[config.mk]
export PLATFORM = sky130hd
export DESIGN_NAME = spnbc_stage
export DESIGN_NICKNAME = d
export VERILOG_FILES = /design/src/sv/assert_macros.svh /design/src/sv/spnbc_pkg.sv /design/src/sv/spnbc_stage.sv
export SDC_FILE = /design/constraint.sdc
export NUM_CORES = 1
export LEC_CHECK = 0
export BUFFER_PORTS_ARGS = -buffer_cell sky130_fd_sc_hd__buf_2
export CAP_MARGIN = 0
export CORE_UTILIZATION = 25
export CTS_BUF_LIST = sky130_fd_sc_hd__clkbuf_4
export CTS_CLUSTER_DIAMETER = 150
export DETAILED_ROUTE_END_ITERATION = 7
export PLACE_DENSITY = 0.54
export SYNTH_ARGS = -nofsm -noshare
export SYNTH_HDL_FRONTEND = slang
export SYNTH_SLANG_ARGS = --single-unit
[constraint.sdc]
create_clock -name clock -period 4.5 [get_ports clock]
set_input_delay 0.45 -clock clock [delete_from_list [all_inputs] [get_ports clock]]
set_output_delay 0.45 -clock clock [all_outputs]
set_load 0.005 [all_outputs]
[src/sv/assert_macros.svh]
// assertion macros used by the top level rtl file of the block cipher
// no dependencies; checks compile away when SYNTHESIS is defined
`ifndef ASSERT_MACROS_SVH
`define ASSERT_MACROS_SVH
`ifndef SYNTHESIS
// checked property, disabled while reset is high
`define SPN_ASSERT(lbl, clk, rst, prop, msg) \
   lbl: assert property (@(posedge clk) disable iff (rst) prop) else $error(msg);
// checked property that also holds across reset
`define SPN_ASSERT_ALWAYS(lbl, clk, prop, msg) \
   lbl: assert property (@(posedge clk) prop) else $error(msg);
`else
`define SPN_ASSERT(lbl, clk, rst, prop, msg)
`define SPN_ASSERT_ALWAYS(lbl, clk, prop, msg)
`endif
`endif

[src/sv/spnbc_pkg.sv]
// types, constants and round functions of the 128-bit spn block cipher
// no dependencies; used by the channel interfaces and all modules
package spnbc_pkg;

   localparam int HALF_W         = 64;
   localparam int BLOCK_W        = 2 * HALF_W;
   localparam int NIBBLES        = BLOCK_W / 4;
   localparam int ROUNDS_DEFAULT = 35;
   localparam int RC_COUNT       = 35;
   localparam int TAP_COUNT      = 6;
   localparam int CSR_INDEX_W    = 1;

   typedef logic [BLOCK_W-1:0] block_type;

   typedef struct packed {
      logic valid;
      logic mode;
   } stage_ctl_type;

   typedef enum logic [CSR_INDEX_W-1:0] {
      CSR_KEY_LOW  = 1'b0,
      CSR_KEY_HIGH = 1'b1
   } csr_index_type;

   localparam logic MODE_ENC = 1'b0;

   localparam block_type KEY_NIBBLE_MASK = {NIBBLES{4'hD}};

   localparam logic [3:0] SBOX_FWD [16] = '{
      4'd3, 4'd0, 4'd6, 4'd13, 4'd11, 4'd5, 4'd8, 4'd14,
      4'd12, 4'd15, 4'd9, 4'd2, 4'd4, 4'd10, 4'd7, 4'd1
   };

   localparam logic [3:0] SBOX_INV [16] = '{
      4'd1, 4'd15, 4'd11, 4'd0, 4'd12, 4'd5, 4'd2, 4'd14,
      4'd6, 4'd10, 4'd13, 4'd4, 4'd8, 4'd3, 4'd7, 4'd9
   };

   localparam logic [6:0] TAPS [TAP_COUNT] = '{
      7'd8, 7'd13, 7'd19, 7'd35, 7'd67, 7'd106
   };

   localparam logic [5:0] RCONST [RC_COUNT] = '{
      6'd2, 6'd33, 6'd16, 6'd9, 6'd36, 6'd19, 6'd40, 6'd53, 6'd26, 6'd13,
      6'd38, 6'd51, 6'd56, 6'd61, 6'd62, 6'd31, 6'd14, 6'd7, 6'd34, 6'd49,
      6'd24, 6'd45, 6'd54, 6'd59, 6'd28, 6'd47, 6'd22, 6'd43, 6'd20, 6'd11,
      6'd4, 6'd3, 6'd32, 6'd17, 6'd8
   };

   localparam logic [6:0] PERM [BLOCK_W] = '{
      7'd0, 7'd33, 7'd66, 7'd99, 7'd96, 7'd1, 7'd34, 7'd67,
      7'd64, 7'd97, 7'd2, 7'd35, 7'd32, 7'd65, 7'd98, 7'd3,
      7'd4, 7'd37, 7'd70, 7'd103, 7'd100, 7'd5, 7'd38, 7'd71,
      7'd68, 7'd101, 7'd6, 7'd39, 7'd36, 7'd69, 7'd102, 7'd7,
      7'd8, 7'd41, 7'd74, 7'd107, 7'd104, 7'd9, 7'd42, 7'd75,
      7'd72, 7'd105, 7'd10, 7'd43, 7'd40, 7'd73, 7'd106, 7'd11,
      7'd12, 7'd45, 7'd78, 7'd111, 7'd108, 7'd13, 7'd46, 7'd79,
      7'd76, 7'd109, 7'd14, 7'd47, 7'd44, 7'd77, 7'd110, 7'd15,
      7'd16, 7'd49, 7'd82, 7'd115, 7'd112, 7'd17, 7'd50, 7'd83,
      7'd80, 7'd113, 7'd18, 7'd51, 7'd48, 7'd81, 7'd114, 7'd19,
      7'd20, 7'd53, 7'd86, 7'd119, 7'd116, 7'd21, 7'd54, 7'd87,
      7'd84, 7'd117, 7'd22, 7'd55, 7'd52, 7'd85, 7'd118, 7'd23,
      7'd24, 7'd57, 7'd90, 7'd123, 7'd120, 7'd25, 7'd58, 7'd91,
      7'd88, 7'd121, 7'd26, 7'd59, 7'd56, 7'd89, 7'd122, 7'd27,
      7'd28, 7'd61, 7'd94, 7'd127, 7'd124, 7'd29, 7'd62, 7'd95,
      7'd92, 7'd125, 7'd30, 7'd63, 7'd60, 7'd93, 7'd126, 7'd31
   };

   // s-box on every nibble
   function automatic block_type sub_all(input block_type x, input logic inverse);
      block_type r;
      r = '0;
      for (int n = 0; n < NIBBLES; n++) begin
         r[4*n +: 4] = inverse ? SBOX_INV[x[4*n +: 4]] : SBOX_FWD[x[4*n +: 4]];
      end
      return r;
   endfunction

   // bit i goes to PERM[i]
   function automatic block_type perm_fwd(input block_type x);
      block_type r;
      r = '0;
      for (int i = 0; i < BLOCK_W; i++) begin
         r[PERM[i]] = x[i];
      end
      return r;
   endfunction

   // bit PERM[i] comes back to i
   function automatic block_type perm_inv(input block_type x);
      block_type r;
      r = '0;
      for (int i = 0; i < BLOCK_W; i++) begin
         r[i] = x[PERM[i]];
      end
      return r;
   endfunction

   // round constant bits onto the taps, zero past the table
   function automatic block_type add_const(input block_type x, input int idx);
      logic [5:0] c;
      block_type  r;
      c = '0;
      if (idx >= 0 && idx < RC_COUNT) begin
         c = RCONST[idx];
      end
      r = x;
      for (int b = 0; b < TAP_COUNT; b++) begin
         r[TAPS[b]] = r[TAPS[b]] ^ c[b];
      end
      return r;
   endfunction

   // rotate right by a fixed amount below the block width
   function automatic block_type rotr(input block_type x, input int unsigned n);
      logic [2*BLOCK_W-1:0] d;
      d = {x, x} >> n;
      return d[BLOCK_W-1:0];
   endfunction

endpackage

[src/sv/spnbc_stage.sv]
// one pipeline stage: a single encrypt or decrypt round and its register
// depends on spnbc_pkg
module spnbc_stage #(
   parameter int ROUNDS    = spnbc_pkg::ROUNDS_DEFAULT,
   parameter int ROUND_IDX = 0
) (
   input  logic                     clock,
   input  logic                     reset,
   input  spnbc_pkg::block_type     key,
   input  spnbc_pkg::stage_ctl_type up_ctl,
   input  spnbc_pkg::block_type     up_data,
   output logic                     up_ready,
   output spnbc_pkg::stage_ctl_type down_ctl,
   output spnbc_pkg::block_type     down_data,
   input  logic                     down_ready
);
   import spnbc_pkg::*;

   localparam int unsigned ENC_ROT = ROUND_IDX + 1;
   localparam int unsigned DEC_ROT = ROUNDS - ROUND_IDX;
   localparam int          DEC_RC  = ROUNDS - 1 - ROUND_IDX;

   stage_ctl_type ctl_ff, ctl_in;
   block_type     data_ff, data_in;
   block_type     enc_t, dec_t;

   always_comb begin
      // forward round, whitening ahead of the first one
      enc_t = up_data;
      if (ROUND_IDX == 0) begin
         enc_t = enc_t ^ key;
      end
      enc_t = sub_all(enc_t, 1'b0);
      enc_t = perm_fwd(enc_t);
      enc_t = add_const(enc_t, ROUND_IDX);
      enc_t = enc_t ^ (rotr(key, ENC_ROT) & KEY_NIBBLE_MASK);

      // inverse round, whitening after the last one
      dec_t = up_data ^ (rotr(key, DEC_ROT) & KEY_NIBBLE_MASK);
      dec_t = add_const(dec_t, DEC_RC);
      dec_t = perm_inv(dec_t);
      dec_t = sub_all(dec_t, 1'b1);
      if (ROUND_IDX == ROUNDS - 1) begin
         dec_t = dec_t ^ key;
      end
   end

   assign up_ready = !ctl_ff.valid || down_ready;

   always_comb begin
      ctl_in  = ctl_ff;
      data_in = data_ff;
      if (up_ready) begin
         ctl_in  = up_ctl;
         data_in = (up_ctl.mode == MODE_ENC) ? enc_t : dec_t;
      end
   end

   always_ff @(posedge clock) begin
      if (reset) begin
         ctl_ff <= '0;
      end else begin
         ctl_ff <= ctl_in;
      end
   end

   always_ff @(posedge clock) begin
      data_ff <= data_in;
   end

   assign down_ctl  = ctl_ff;
   assign down_data = data_ff;

endmodule

==> flow_summary_export.csv, run 1 <==
group,metric,value,unit
layout,layout.cells.non_filler,2744,
global_route,grt_pass1_vias,12900,
clock_tree,cts_buffers,17,
synthesis,yosys.area.top_type,"edfxtp_1",
min_path,hold_class,"in2reg",
global_route,globalRouteTotalUtil,21.6,%
clock_tree,clkLatencyLatePin,0.75,ns
worst_setup_path,crit_fanout,27,
sta,fin_setup_tns,0,ns
layout,final_net_count,2256,
sta,setup_violations,0,
power_and_ir_drop,powerDensity,307,nW/um^2
min_path,hold_end,"down_data[69]",
synthesis,yosysMostFrequentCell,"xnor2_1",
sta,drv_slew,0,
power_and_ir_drop,p_leak,8.95,nW
sta,hold_slack,0.200,ns
clock_tree,post_cts_buffers,0,
synthesis,syn_avg_cell_area,11.1,um^2
placed_design,post-place-cells,2701,
route,vias,12500,
route,wl_per_cell,26.3,um
worst_setup_path,cp_num_buf_inv,1,
sta,tightest_slew,1.16,ns
floorplan,dieArea,66100,um^2
floorplan,die_h,257,um
worst_setup_path,worst_ep_required_time,4.05,ns
worst_setup_path,startpoint_type,"flip-flop",
placed_design,place_ws,1.98,ns
worst_setup_path,path_cells,"nand2b_4 -> buf_2",
worst_setup_path,r2r_cells,4,
synthesis,syn_inst,1460,
global_route,overflow,0,
placed_design,hpwlAfterDp,62800,um
worst_setup_path,crit_path_top_delay_cell,"nand2b_4",
route,drt_iter0_drc,785,
clock_tree,htreeDepth,4,
route,drc_errors,0,
clock_tree,tritoncts,"done",
clock_tree,clockBufferDepth,2,
worst_setup_path,crit_type,"reg2out",
floorplan,io_pins,392,
worst_setup_path,r2r-start,"down_ctl[1]",
synthesis,syn_nets,1849,
layout,area_delta_synth_final,21.1,%
floorplan,core_area,64300,um^2
power_and_ir_drop,vdd_drop_max,160,uV
synthesis,ys_types,26,
worst_setup_path,slowest_delay,0.38,ns
worst_setup_path,crit_family,"simple AND/OR/NAND/NOR gates",
clock_tree,post_cts_resized,0,
sta,timing.final.crit_period,2.14,ns
synthesis,synth_edf_count,128,
sta,hold_viol,0,
min_path,hp-start,"up_data[17]",
synthesis,synth-seq-cells,130,
synthesis,synthFlopType,"edfxtp_1",
clock_tree,cts.sinks,130,
synthesis,synth_top_area_share,23.6,%
sta,max_freq,466,MHz
global_route,grt_start_max_net_pins,65,
sta,worst_clock_skew,0.0447,ns
route,postRouteWirelength,72200,um
sta,max_slew_margin,21.8,%
sta,fin_crit_sh,47.7,%
worst_setup_path,r2r_slack,2.52,ns
synthesis,yosys-top-cells-area,"edfxtp_1, mux2i_1, xnor2_1",
sta,rsz0062_at_grt,"false",
synthesis,synth_area,16300,um^2
outcome,status,"completed",
min_path,min_path_cells,3,
floorplan,die_w,257,um
floorplan,core.rowCount,93,
synthesis,yosys-top-cells-count,"xnor2_1, mux2i_1, inv_1",
floorplan,start_util,25.3,%
route,ant_nets,0,
worst_setup_path,endpoint_kind,"primary output",
route,viasPerCell,4.55,
global_route,grt_pass1_wl,97400,um
synthesis,seq_area_frac_synth,23.9,%
synthesis,synth-warning-count,0,
clock_tree,cts-root-buf,"clkbuf_4",
worst_setup_path,rr_endpoint,"down_ctl[1]",
job,drv_cap,0,
layout,final_util,30.6,%
synthesis,async_flop_share,0,%
placed_design,io_buffers,391,
layout,drive_above_1_share,27.1,%
sta,worst_slack,2.36,ns
route,first_pass_iters,5,
worst_setup_path,arrival,1.69,ns
global_route,antenna_found_initial,28,
placed_design,place_congestion,0.877,
clock_tree,path_clk_slew,0.16,ns
-- cells in the final DEF (no fill, tap or decap), types with 3 or more instances in the layout --
cell         n
buf_4        8
o21ai_0     19
nor2_1      57
xnor2_1    376
clkinv_2     4
o31ai_1      3
bufinv_16    4
o22ai_1      6
mux2_1      14
maj3_1       6
xor2_1      60
xor2_2      15
xnor2_2     18
mux2i_1    337
mux4_2      32
diode_2      9
xnor3_1     31
clkbuf_4    17
ha_1       128
a21oi_1     22
mux2_2      12
edfxtp_1   128
nor2b_1     21
nand2_1     21
inv_1      135
buf_2      390
-- how the worst max path moves through the flow --
stage,endpoint,startpoint,slack [ns],depth (start not counted)
6_report,up_ready,down_ctl[1],2.36,2
5_1_grt,up_ready,down_ctl[1],2.22,2
4_1_cts,up_ready,down_ctl[1],2.21,2
3_5_place_dp,down_data[62],up_data[44],1.98,6
3_3_place_gp,down_data[110],key[63],2.05,5
2_1_floorplan,down_ctl[0],down_ready,0.29,3
-- per-layer routing --
metal | wire length, um | vias to the layer above | share of wire, % | GRT usage, %
met4 | 2760 | 36 | 3.8 | 9.09
met5 | 234 | - | 0.32 | 0
li1 | - | 5836 | - | -
met2 | 33400 | 405 | 46 | 34.9
met1 | 31000 | 6097 | 43 | 27.2
met3 | 4800 | 113 | 6.6 | 5.65
-- power breakdown --
group          internal (mW)  leakage, nW  switching [mW]
Combinational           1.39         7.44            1.70
Clock                  0.436        0.167           0.588
Sequential              1.75         1.34           0.179
Total                   3.57         8.95            2.47
-- sequential cells by signal, indices dropped and copies added, names as in the netlist --
signal and flops:
down_data 128, down_ctl 2
-- worst register-to-register path, cell delays in order (launching register included) --
cell	delay, ns
dfxtp_1	0.35
nand2b_4	0.38
buf_12	0.45
a21oi_1	0.14
dlygate4sd3_1	0.56
-- per-stage QoR --
step	power, mW	cell area (um^2)
4_1_cts	6.13	19700
3_5_place_dp	5.06	19300
5_1_grt	6.38	19700
6_report	6.04	19700
2_1_floorplan	3.68	16300
3_3_place_gp	5.03	19300
-- what timing repair did --
action                                 4_1_cts  5_1_grt
setup endpoints to repair                    0        0
endpoints found under the hold margin        2        0
hold buffers                                 2        0
-- cell families (layout without fill, tap and decap cells) --
family	after synthesis	in the layout	share of synthesized area (%)
XOR/XNOR	500	500	31.1
AND/OR/NAND/NOR	100	100	2.65
buffers and inverters	150	570	3.51
AO/OA/AOI/OAI	51	51	1.68
other	0	9	0
adder cells (fa/ha/maj)	134	134	10.2
flip-flops	130	130	23.9
multiplexers	395	395	27.0
-- cell type report --
cell class              count  area [um^2]
fillers                  6698        44700
multi-input cells        1180        11800
flip-flops and latches    130         3880
repair buffers            403         2080
well taps                 855         1070
inverters                 135          507
clock inverters            15          189
clock buffers              17          128
diodes                      9         22.5
Note: power is estimated with default switching activity, not from simulation.
==> run 2: changes to the inputs <==
==> constraint.sdc (replaced) <==
create_clock -name clock -period 2 [get_ports clock]
set_input_delay 0.2 -clock clock [delete_from_list [all_inputs] [get_ports clock]]
set_output_delay 0.2 -clock clock [all_outputs]
set_load 0.005 [all_outputs]
==> flow_summary_export.csv, run 2 (synthesized netlist as in run 1, its figures left out) <==
group,metric,value,unit
route,ant_nets,0,
worst_setup_path,cp_common_cell,"mux2i_1",
worst_setup_path,crit_fanout,3,
worst_setup_path,rr_endpoint,"down_ctl[1]",
worst_setup_path,crit_type,"in2reg",
worst_setup_path,crit_family,"buffers and inverters",
worst_setup_path,cp_num_buf_inv,5,
global_route,grt_start_max_net_pins,51,
floorplan,io_pins,392,
sta,hold_viol,0,
min_path,hp-start,"key[75]",
worst_setup_path,r2r-start,"down_ctl[1]",
power_and_ir_drop,powerDensity,661,nW/um^2
worst_setup_path,worstSetupStartpoint,"key[71]",
route,wl_per_cell,24.3,um
clock_tree,cts.sinks,130,
layout,final_util,33.3,%
layout,final_net_count,2459,
worst_setup_path,r2r_slack,0.51,ns
floorplan,dieArea,66100,um^2
global_route,grt_pass1_wl,97700,um
worst_setup_path,endpoint_kind,"flip-flop",
floorplan,die_h,257,um
layout,area_delta_synth_final,31.9,%
floorplan,start_util,25.3,%
sta,timing.final.crit_period,2.00,ns
route,viasPerCell,4.45,
route,first_pass_iters,5,
clock_tree,clockBufferDepth,2,
worst_setup_path,slowest_delay,0.60,ns
sta,tightest_slew,0.601,ns
placed_design,io_buffers,391,
power_and_ir_drop,p_leak,9.90,nW
global_route,globalRouteTotalUtil,21.4,%
floorplan,core.rowCount,93,
clock_tree,tritoncts,"done",
sta,worst_clock_skew,0.0338,ns
route,vias,13100,
power_and_ir_drop,vdd_drop_max,422,uV
min_path,min_path_cells,4,
clock_tree,htreeDepth,4,
worst_setup_path,worst_ep_required_time,2.49,ns
sta,max_slew_margin,59.6,%
sta,setup_violations,1,
global_route,overflow,0,
job,drv_cap,0,
layout,final_common_cell,"buf_2",
global_route,grt_pass1_vias,13600,
worst_setup_path,arrival,2.49,ns
outcome,violations,"negative setup slack",
route,drc_errors,0,
floorplan,core_area,64300,um^2
worst_setup_path,startpoint_type,"input port",
clock_tree,clkLatencyLatePin,0.76,ns
clock_tree,cts-root-buf,"clkbuf_4",
placed_design,place_ws,-0.100,ns
worst_setup_path,r2r_cells,4,
worst_setup_path,path_cells,"dlygate4sd3_1 -> buf_4 -> xor2_2 -> buf_6 -> inv_1 -> ha_4 -> mux2i_1 -> mux2i_1 -> dlygate4sd3_1 -> mux2i_1",
layout,fillers,6642,
floorplan,die_w,257,um
layout,largest_reg_flops,128,
outcome,status,"finished with violations",
worst_setup_path,crit_path_top_delay_cell,"dlygate4sd3_1",
sta,max_freq,499,MHz
min_path,hold_end,"down_data[74]",
layout,layout_common_cells,"buf_2, xnor2_1, mux2i_1, buf_4, inv_1",
sta,worst_slack,-0.00346,ns
sta,fin_setup_tns,-0.00346,ns
clock_tree,cts_buffers,17,
layout,final_area,21400,um^2
layout,seqCellArea,3880,um^2
route,drt_iter0_drc,723,
layout,multi_input_area,11800,um^2
placed_design,placed_cell_area,20500,um^2
route,postRouteWirelength,71600,um
clock_tree,path_clk_slew,0.14,ns
min_path,hold_class,"in2reg",
placed_design,place_congestion,0.896,
global_route,antenna_found_initial,25,
layout,drive_above_1_share,31.6,%
sta,fin_crit_sh,100,%
sta,drv_slew,0,
placed_design,hpwlAfterDp,61900,um
sta,rsz0062_at_grt,"false",
==> run 2: cell count changes in the layout (fill, tap and decap cells not counted), moves of 2 or more <==
cell / delta
diode_2: +6
inv_6: -2
dlygate4sd3_1: +56
buf_12: +5
clkinv_4: +2
buf_4: +142
==> run 2: worst reg2reg max path: stages, from the launching register on <==
cell and delay, ns:
dfxtp_1 0.35, nand2b_4 0.13, buf_12 0.24, a21oi_1 0.11, dlygate4sd3_1 0.56
==> run 2: worst max-delay path by stage <==
stage          slack (ns)  cells past startpoint             end
6_report           -0.003                     10   down_data[29]
5_1_grt             0.003                      3        up_ready
4_1_cts              0.02                      3        up_ready
3_5_place_dp        -0.10                      8   down_data[19]
3_3_place_gp        -0.06                      8   down_data[21]
2_1_floorplan        0.26                      7  down_data[101]
==> run 2: layer usage <==
metal  track usage, %  part of all wire, %  vias to the layer above
met3             4.47                  5.2                      107
met1             26.8                   44                     6358
met5                0                 0.22                        -
met4             9.71                  3.5                       26
li1                 -                    -                     6249
met2             35.2                   47                      400
==> run 2: cell type report <==
| type | instances | area share, % |
|---|---|---|
| multi-input combinational | 1180 | 55.2 |
| tap | 855 | 4.99 |
| inverter | 135 | 2.36 |
| timing repair buffer | 606 | 17.8 |
| sequential | 130 | 18.1 |
| antenna | 15 | 0.175 |
| clock buffer | 17 | 0.595 |
| clock inverter | 15 | 0.782 |
==> run 2: where the power goes <==
part / leakage [nW] / switching (mW) / total (mW) / internal, mW
registers: 1.34 / 0.304 / 4.23 / 3.92
clock network: 0.155 / 1.37 / 2.22 / 0.852
logic: 8.40 / 4.01 / 7.72 / 3.71
==> run 2: per-stage QoR <==
step           cells  hold slack [ns]  total power, mW
3_5_place_dp    2847            0.374             11.9
6_report        2953           0.0978             14.2
3_3_place_gp    2847            0.369             11.8
4_1_cts         2937         0.000654             14.3
5_1_grt         2950           0.0308             14.9
2_1_floorplan   1460            0.269             8.26
==> run 2: what timing repair did <==
action,in CTS,in global routing
buffers inserted,0,1
resized for setup,0,4
hold endpoints to repair,69,0
setup endpoints to repair,0,1
hold buffers,58,0
